[src/hw/rtl/g2r_pkg.sv]
// g2r_pkg: shared types and constants for the 2bpp glyph row repacker
// used by g2r_front, g2r_queue, g2r_back and glyph_2bpp_row_repacker
// no dependencies
package g2r_pkg;

  localparam int QDEPTH = 4;
  localparam int QPTR_W = $clog2(QDEPTH);
  localparam int QCNT_W = $clog2(QDEPTH + 1);

  // one decoded item: an optional full byte and an optional flushed partial byte
  typedef struct packed {
    logic       full_vld;
    logic [7:0] full_byte;
    logic       full_last;
    logic       flush_vld;
    logic [7:0] flush_byte;
  } g2r_cmd_t;

endpackage

[src/hw/rtl/g2r_front.sv]
// g2r_front: accepts source bytes, tracks row and glyph position, merges pixels
// with the pending ones and produces a command for the result queue
// depends on g2r_pkg
module g2r_front (
  input  logic               clk,
  input  logic               rst_n,
  input  logic               in_valid,
  output logic               in_ready,
  input  logic [7:0]         in_src_byte,
  input  logic [7:0]         in_glyph_width,
  input  logic [7:0]         in_glyph_height,
  input  logic               q_full,
  output logic               q_push,
  output g2r_pkg::g2r_cmd_t  q_wdata
);
  import g2r_pkg::*;

  logic [5:0]  pend_bits_r, pend_bits_nxt;
  logic [1:0]  pend_cnt_r, pend_cnt_nxt;
  logic [5:0]  byte_in_row_r, byte_in_row_nxt;
  logic [7:0]  row_index_r, row_index_nxt;

  logic        accept;
  logic        geom_ok;
  logic [6:0]  stride;
  logic        row_last;
  logic        glyph_last;
  logic [2:0]  npix;
  logic [7:0]  src_masked;
  logic [5:0]  pend_left;
  logic [13:0] seq;
  logic [2:0]  total;
  logic        full;
  logic [1:0]  rc;
  logic [5:0]  rsrc;
  logic [5:0]  rem_right;

  assign in_ready = !q_full;
  assign accept   = in_valid && in_ready;
  assign geom_ok  = (in_glyph_width != 8'd0) && (in_glyph_height != 8'd0);

  assign stride     = {1'b0, in_glyph_width[7:2]} + 7'(in_glyph_width[1:0] != 2'd0);
  assign row_last   = ({1'b0, byte_in_row_r} + 7'd1) >= stride;
  assign glyph_last = row_last &&
                      (({1'b0, row_index_r} + 9'd1) >= {1'b0, in_glyph_height});

  always_comb begin
    npix = 3'd4;
    if (row_last && (in_glyph_width[1:0] != 2'd0)) begin
      npix = {1'b0, in_glyph_width[1:0]};
    end
    case (npix)
      3'd1:    src_masked = in_src_byte & 8'hC0;
      3'd2:    src_masked = in_src_byte & 8'hF0;
      3'd3:    src_masked = in_src_byte & 8'hFC;
      default: src_masked = in_src_byte;
    endcase
    case (pend_cnt_r)
      2'd0:    pend_left = 6'd0;
      2'd1:    pend_left = {pend_bits_r[1:0], 4'd0};
      2'd2:    pend_left = {pend_bits_r[3:0], 2'd0};
      default: pend_left = pend_bits_r;
    endcase
  end

  // pixels left-aligned: pending ones first, then the new ones
  assign seq   = {pend_left, 8'd0} | ({src_masked, 6'd0} >> {pend_cnt_r, 1'b0});
  assign total = {1'b0, pend_cnt_r} + npix;
  assign full  = total[2];
  assign rc    = total[1:0];
  assign rsrc  = full ? seq[5:0] : seq[13:8];

  always_comb begin
    case (rc)
      2'd0:    rem_right = 6'd0;
      2'd1:    rem_right = {4'd0, rsrc[5:4]};
      2'd2:    rem_right = {2'd0, rsrc[5:2]};
      default: rem_right = rsrc;
    endcase
  end

  always_comb begin
    q_wdata.full_vld   = full;
    q_wdata.full_byte  = seq[13:6];
    q_wdata.full_last  = glyph_last && (rc == 2'd0);
    q_wdata.flush_vld  = glyph_last && (rc != 2'd0);
    q_wdata.flush_byte = {rsrc, 2'd0};
    q_push = accept && geom_ok && (full || (glyph_last && (rc != 2'd0)));

    pend_bits_nxt   = pend_bits_r;
    pend_cnt_nxt    = pend_cnt_r;
    byte_in_row_nxt = byte_in_row_r;
    row_index_nxt   = row_index_r;
    if (accept && geom_ok) begin
      if (glyph_last) begin
        pend_bits_nxt   = 6'd0;
        pend_cnt_nxt    = 2'd0;
        byte_in_row_nxt = 6'd0;
        row_index_nxt   = 8'd0;
      end else begin
        pend_bits_nxt = rem_right;
        pend_cnt_nxt  = rc;
        if (row_last) begin
          byte_in_row_nxt = 6'd0;
          row_index_nxt   = row_index_r + 8'd1;
        end else begin
          byte_in_row_nxt = byte_in_row_r + 6'd1;
        end
      end
    end
  end

  always_ff @(posedge clk) begin
    if (!rst_n) begin
      pend_bits_r   <= 6'd0;
      pend_cnt_r    <= 2'd0;
      byte_in_row_r <= 6'd0;
      row_index_r   <= 8'd0;
    end else begin
      pend_bits_r   <= pend_bits_nxt;
      pend_cnt_r    <= pend_cnt_nxt;
      byte_in_row_r <= byte_in_row_nxt;
      row_index_r   <= row_index_nxt;
    end
  end

endmodule

[src/hw/rtl/g2r_queue.sv]
// g2r_queue: small command queue between the front and back parts
// depends on g2r_pkg
module g2r_queue (
  input  logic               clk,
  input  logic               rst_n,
  input  logic               push,
  input  g2r_pkg::g2r_cmd_t  wdata,
  output logic               full,
  input  logic               pop,
  output g2r_pkg::g2r_cmd_t  rdata,
  output logic               empty
);
  import g2r_pkg::*;

  g2r_cmd_t            mem_r [QDEPTH];
  logic [QPTR_W-1:0]   wptr_r, wptr_nxt;
  logic [QPTR_W-1:0]   rptr_r, rptr_nxt;
  logic [QCNT_W-1:0]   cnt_r, cnt_nxt;

  assign full  = (cnt_r == QCNT_W'(QDEPTH));
  assign empty = (cnt_r == '0);
  assign rdata = mem_r[rptr_r];

  always_comb begin
    wptr_nxt = wptr_r;
    rptr_nxt = rptr_r;
    cnt_nxt  = cnt_r;
    if (push) begin
      wptr_nxt = wptr_r + QPTR_W'(1);
    end
    if (pop) begin
      rptr_nxt = rptr_r + QPTR_W'(1);
    end
    if (push && !pop) begin
      cnt_nxt = cnt_r + QCNT_W'(1);
    end else if (pop && !push) begin
      cnt_nxt = cnt_r - QCNT_W'(1);
    end
  end

  always_ff @(posedge clk) begin
    if (push) begin
      mem_r[wptr_r] <= wdata;
    end
  end

  always_ff @(posedge clk) begin
    if (!rst_n) begin
      wptr_r <= '0;
      rptr_r <= '0;
      cnt_r  <= '0;
    end else begin
      wptr_r <= wptr_nxt;
      rptr_r <= rptr_nxt;
      cnt_r  <= cnt_nxt;
    end
  end

endmodule

[src/hw/rtl/g2r_back.sv]
// g2r_back: takes commands from the queue and delivers their packed bytes one at a time
// on the result channel, full byte first, then any flushed partial byte
// depends on g2r_pkg
module g2r_back (
  input  logic               clk,
  input  logic               rst_n,
  input  logic               q_empty,
  input  g2r_pkg::g2r_cmd_t  q_rdata,
  output logic               q_pop,
  output logic               out_valid,
  input  logic               out_ready,
  output logic [7:0]         out_packed_byte,
  output logic               out_glyph_done
);
  import g2r_pkg::*;

  g2r_cmd_t cur_r, cur_nxt;
  logic     cur_vld_r, cur_vld_nxt;
  logic     phase_r, phase_nxt;

  logic     show_flush;
  logic     cmd_done;
  logic     fire;
  logic     load;

  assign show_flush      = phase_r || !cur_r.full_vld;
  assign cmd_done        = show_flush || !cur_r.flush_vld;
  assign out_valid       = cur_vld_r;
  assign out_packed_byte = show_flush ? cur_r.flush_byte : cur_r.full_byte;
  assign out_glyph_done  = show_flush ? 1'b1 : cur_r.full_last;
  assign fire            = cur_vld_r && out_ready;
  assign load            = !cur_vld_r || (fire && cmd_done);
  assign q_pop           = load && !q_empty;

  always_comb begin
    cur_nxt     = cur_r;
    cur_vld_nxt = cur_vld_r;
    phase_nxt   = phase_r;
    if (load) begin
      cur_nxt     = q_rdata;
      cur_vld_nxt = !q_empty;
      phase_nxt   = 1'b0;
    end else if (fire) begin
      phase_nxt = 1'b1;
    end
  end

  always_ff @(posedge clk) begin
    cur_r <= cur_nxt;
  end

  always_ff @(posedge clk) begin
    if (!rst_n) begin
      cur_vld_r <= 1'b0;
      phase_r   <= 1'b0;
    end else begin
      cur_vld_r <= cur_vld_nxt;
      phase_r   <= phase_nxt;
    end
  end

  a_pop_nonempty : assert property (@(posedge clk) disable iff (!rst_n)
    q_pop |-> !q_empty)
    else $error("queue popped while empty");

  a_cmd_nonempty : assert property (@(posedge clk) disable iff (!rst_n)
    cur_vld_r |-> (cur_r.full_vld || cur_r.flush_vld))
    else $error("held command carries no byte");

  a_phase_two_part : assert property (@(posedge clk) disable iff (!rst_n)
    (cur_vld_r && phase_r) |-> (cur_r.full_vld && cur_r.flush_vld))
    else $error("second phase on a single-byte command");

  a_second_after_first : assert property (@(posedge clk) disable iff (!rst_n)
    (fire && !cmd_done) |=> (cur_vld_r && phase_r && $stable(cur_r)))
    else $error("flush byte not delivered after full byte");

endmodule

[src/hw/rtl/glyph_2bpp_row_repacker.sv]
// glyph_2bpp_row_repacker: strips the row padding from 2bpp glyph bitmaps and
// emits a continuous MSB-first packed byte stream
// depends on g2r_pkg, g2r_front, g2r_queue, g2r_back
//
// one source byte is taken per cycle while the four-entry command queue has room;
// each byte is classified and merged with pending pixels in the same cycle; its
// command is queued, then loaded into the back part's register before its bytes
// reach the output. while out_ready is high, the output delivers one packed byte
// per cycle, so the rate is one item per cycle except at glyph end, where a full
// and a flushed partial byte go out in turn. a zero width or height drops the item.
module glyph_2bpp_row_repacker (
  input  logic       clk,
  input  logic       rst_n,
  input  logic       in_valid,
  output logic       in_ready,
  input  logic [7:0] in_src_byte,
  input  logic [7:0] in_glyph_width,
  input  logic [7:0] in_glyph_height,
  output logic       out_valid,
  input  logic       out_ready,
  output logic [7:0] out_packed_byte,
  output logic       out_glyph_done
);
  import g2r_pkg::*;

  g2r_cmd_t q_wdata;
  g2r_cmd_t q_rdata;
  logic     q_push;
  logic     q_pop;
  logic     q_full;
  logic     q_empty;

  g2r_front u_front (
    .clk             (clk),
    .rst_n           (rst_n),
    .in_valid        (in_valid),
    .in_ready        (in_ready),
    .in_src_byte     (in_src_byte),
    .in_glyph_width  (in_glyph_width),
    .in_glyph_height (in_glyph_height),
    .q_full          (q_full),
    .q_push          (q_push),
    .q_wdata         (q_wdata)
  );

  g2r_queue u_queue (
    .clk   (clk),
    .rst_n (rst_n),
    .push  (q_push),
    .wdata (q_wdata),
    .full  (q_full),
    .pop   (q_pop),
    .rdata (q_rdata),
    .empty (q_empty)
  );

  g2r_back u_back (
    .clk             (clk),
    .rst_n           (rst_n),
    .q_empty         (q_empty),
    .q_rdata         (q_rdata),
    .q_pop           (q_pop),
    .out_valid       (out_valid),
    .out_ready       (out_ready),
    .out_packed_byte (out_packed_byte),
    .out_glyph_done  (out_glyph_done)
  );

endmodule

[config.mk]
export PLATFORM = sky130hd
export DESIGN_NAME = glyph_2bpp_row_repacker
export DESIGN_NICKNAME = d
export VERILOG_FILES = /design/src/hw/rtl/g2r_pkg.sv /design/src/hw/rtl/g2r_front.sv /design/src/hw/rtl/g2r_queue.sv /design/src/hw/rtl/g2r_back.sv /design/src/hw/rtl/glyph_2bpp_row_repacker.sv
export SDC_FILE = /design/constraint.sdc
export NUM_CORES = 1
export LEC_CHECK = 0
export BUFFER_PORTS_ARGS = -buffer_cell sky130_fd_sc_hd__buf_2
export CELL_PAD_IN_SITES_DETAIL_PLACEMENT = 0
export CELL_PAD_IN_SITES_GLOBAL_PLACEMENT = 1
export CORE_UTILIZATION = 29
export DETAILED_ROUTE_END_ITERATION = 16
export MAX_ROUTING_LAYER = met4
export PLACE_DENSITY = 0.53
export SYNTH_ARGS = -nofsm -noshare
export SYNTH_HDL_FRONTEND = slang
export SYNTH_SLANG_ARGS = --single-unit
[constraint.sdc]
create_clock -name clk -period 5.41 [get_ports clk]
set_input_delay 0.8115 -clock clk [delete_from_list [all_inputs] [get_ports clk]]
set_output_delay 0.8115 -clock clk [all_outputs]
set_load 0.02 [all_outputs]
==> run_results.csv <==
group,metric,value,unit
setup_path,worst_path_most_repeated_cell,"ha_2",
logic_synthesis,yosys_warnings,0,
layout,fillers,1935,
power_and_ir_drop,ir_drop,0.225,mV
setup_path,crit_type,"input port to flip-flop",
logic_synthesis,yosysSeqAreaShare,55.1,%
global_routing,grt_antenna_before_repair,0,
route,first_pass_iters,6,
setup_path,crit_path_max_fanout,7,
setup_path,slowest_stage,"fa_1",
global_routing,grt_overflow,0,
logic_synthesis,syn_inst,445,
global_routing,grt_usage,13.0,%
clocking,clock_sinks,116,
sta,fmax,0.202,GHz
clocking,path_clk_slew,0.05,ns
clocking,cts_resized,0,
clocking,cts-root-buf,"clkbuf_16",
logic_synthesis,synth-main-ff-cell,"edfxtp_1",
status,status,"complete, no violations",
layout,final_core_util,35.1,%
power_and_ir_drop,leakagePower,2.53,nW
sta,finalSetupViolCount,0,
setup_path,cp-end-kind,"flip-flop",
route,totalWireLength,12100,um
layout,drive_above_1_share,25.4,%
logic_synthesis,synth_edf_count,85,
sta,skew,0.00559,ns
route,drc_errors,0,
logic_synthesis,synth_cell_types,59,
clocking,cts_tree,"built",
logic_synthesis,synth_area_leaders,"edfxtp_1 (44%), dfxtp_1 (11%), mux4_2 (7.4%)",
setup_path,cp_slowest_stage_delay,0.37,ns
sta,maxSlewHeadroom,38.5,%
place,gp_congestion,0.772,
sta,hold_violations,0,
route,viasPerCell,4.70,
job,maxCapViolations,0,
route,vias,3631,
floorplanning,core,19500,um2
sta,maxSlewViolCount,0,
setup_path,rrSetupSlack,0.83,ns
floorplanning,ios,39,
logic_synthesis,syn_area,5760,um2
sta,setup-tns-final,0,ns
floorplanning,die_h,143,um
floorplanning,start_util,29.6,%
layout,nets,550,
clocking,cts_buffers,17,
clocking,h-tree-depth,4,
setup_path,worstPathRequired,5.75,ns
route,drt_iter0_drc,184,
layout,layout_commonest_cell,"edfxtp_1",
clocking,clkLatencyLatePin,0.41,ns
clocking,clock_path_buffers,2,
place,hpwl,8500,um
clocking,cts_setup_buffers,0,
layout,syn_to_final_growth,18.7,%
route,drtAntennaViolNets,0,
layout,final_cell_mix,"edfxtp_1 (85), buf_2 (38), nor2_1 (32)",
sta,min_period,4.95,ns
floorplanning,dieArea,20400,um2
worst_hold_path,hold_path_class,"flip-flop to flip-flop",
power_and_ir_drop,p_per_area,416,nW/um2
place,portBuffers,38,
logic_synthesis,synth_top_area_cell,"edfxtp_1",
logic_synthesis,ys_seq_elements,116,
logic_synthesis,synthArstFlopShare,0,%
floorplanning,chipWidth,143,um
logic_synthesis,syn_nets,500,
global_routing,grt_pass1_wl,19000,um
setup_path,crit_chain,"buf_2 > or2_2 > ha_2 > ha_2 > nand3_1 > xor2_1 > ha_1 > a21o_1 > a221o_1 > a41o_2 > nand2_1 > xnor2_1 > ha_4 > inv_1 > o211ai_2 > a21bo_4 > a21oi_4 > ha_2 > inv_1 > fa_1 > xor2_1 > or3_1 > a21oi_1",
clocking,ctsHoldBuffers,0,
logic_synthesis,synth_top_area_share,44.3,%
global_routing,grt_max_degree,23,
layout,diodes,0,
sta,min_period_over_period,91.5,%
global_routing,first_global_vias,3629,
sta,worst_pin_slew,0.922,ns
logic_synthesis,avgSynthCellArea,12.9,um2
floorplanning,num_rows,51,
setup_path,crit_path_start_kind,"input port",
route,wire_per_inst,15.6,um
setup_path,worstPathArrival,5.29,ns
sta,rsz0062_at_grt,"false",
==> cells in the mapped netlist (2+ instances only) <==
master and n:
edfxtp_1 85, nor2_1 32, dfxtp_1 31, nand2_1 29, ha_1 26, a21oi_1 25, mux4_2 19, inv_1 16
nand3_1 15, xor2_1 12, a22oi_1 11, mux2i_1 11, and2_1 10, clkbuf_1 10, mux2_2 10, and3_1 9
nor2b_1 9, xnor2_1 9, o21ai_0 8, nor3_1 5, mux2_4 4, nand3b_1 4, a21o_1 3, buf_2 3
a21boi_1 2, a21oi_2 2, a221o_1 2, a22o_1 2, a32o_1 2, a41oi_1 2, buf_1 2, buf_6 2
nand2b_1 2, nor2_2 2, nor4_1 2, o211ai_1 2, o21ai_1 2, o22ai_1 2
==> metrics by stage <==
step | setup WS, ns | total power [mW] | hold slack [ns] | std cells | instance area (um2)
4_1_cts | 0.446 | 2.89 | 0.495 | 772 | 6830
6_report | 0.458 | 2.84 | 0.497 | 772 | 6830
3_3_place_gp | 0.163 | 1.83 | 0.483 | 741 | 6280
5_1_grt | 0.241 | 2.99 | 0.528 | 772 | 6830
3_5_place_dp | 0.0333 | 1.84 | 0.488 | 741 | 6280
2_1_floorplan | 0.00868 | 1.65 | 0.449 | 445 | 5790
==> cell families (layout without fill, tap and decap cells) <==
family | count (synthesis) | count (layout) | share of synthesized area, %
adders and majority gates | 27 | 27 | 6.00
buffers and inverters | 35 | 97 | 2.98
xor gates and xnor gates | 21 | 21 | 3.20
muxes | 44 | 44 | 12.3
AOI/OAI and AO/OA | 74 | 74 | 8.96
and+or+nand+nor | 128 | 128 | 11.4
DFF | 116 | 116 | 55.1
==> layout make-up <==
cell class / count / area [um2] / share of cell area, %
Clock buffer: 20 / 437 / 6.39
Clock inverter: 11 / 113 / 1.65
Inverter: 17 / 68.8 / 1.01
Multi-Input combinational cell: 294 / 2430 / 35.6
Sequential cell: 116 / 3170 / 46.5
Tap cell: 265 / 332 / 4.86
Timing Repair Buffer: 49 / 273 / 3.99
==> final timing paths <==
| check | to | from | cells after the start |
|---|---|---|---|
| max | u_queue.cnt_r[2] | in_glyph_width[1] | 23 |
| min | u_front.pend_bits_r[2] | u_front.pend_bits_r[2] | 2 |
| max reg2reg | u_queue.cnt_r[2] | u_front.byte_in_row_r[0] | 20 |
| min reg2reg | u_front.pend_bits_r[2] | u_front.pend_bits_r[2] | 2 |
==> report_power, final <==
group | leakage (nW) | switching (mW) | internal [mW]
clock | 0.257 | 0.372 | 0.667
combinational | 1.19 | 0.344 | 0.272
sequential | 1.09 | 0.0621 | 1.13
==> state kept, by name, indices dropped and copies added (netlist names) <==
signal,count
u_queue.rptr_r,2
u_front.pend_bits_r,6
u_front.byte_in_row_r,6
u_queue.mem_r,68
u_queue.cnt_r,3
u_back.out_valid,1
u_back.cur_r,17
u_front.pend_cnt_r,2
u_front.row_index_r,8
u_back.phase_r,1
u_queue.wptr_r,2
==> metal layers <==
metal | track usage, % | vias up | wire (um)
met2 | 22.0 | 40 | 6130
met4 | 5.21 | 0 | 176
met3 | 3.35 | 18 | 311
met1 | 14.8 | 1797 | 5440
met5 | - | - | 0
li1 | - | 1776 | -
==> worst max-delay path: cells and delay by family <==
kind | cells | cell delay [ns]
xor gates and xnor gates | 3 | 0.50
adders and majority gates | 6 | 1.43
buffers and inverters | 3 | 0.25
and+or+nand+nor | 4 | 0.81
AOI/OAI and AO/OA | 7 | 1.47
(Power assumes the default switching activity.)
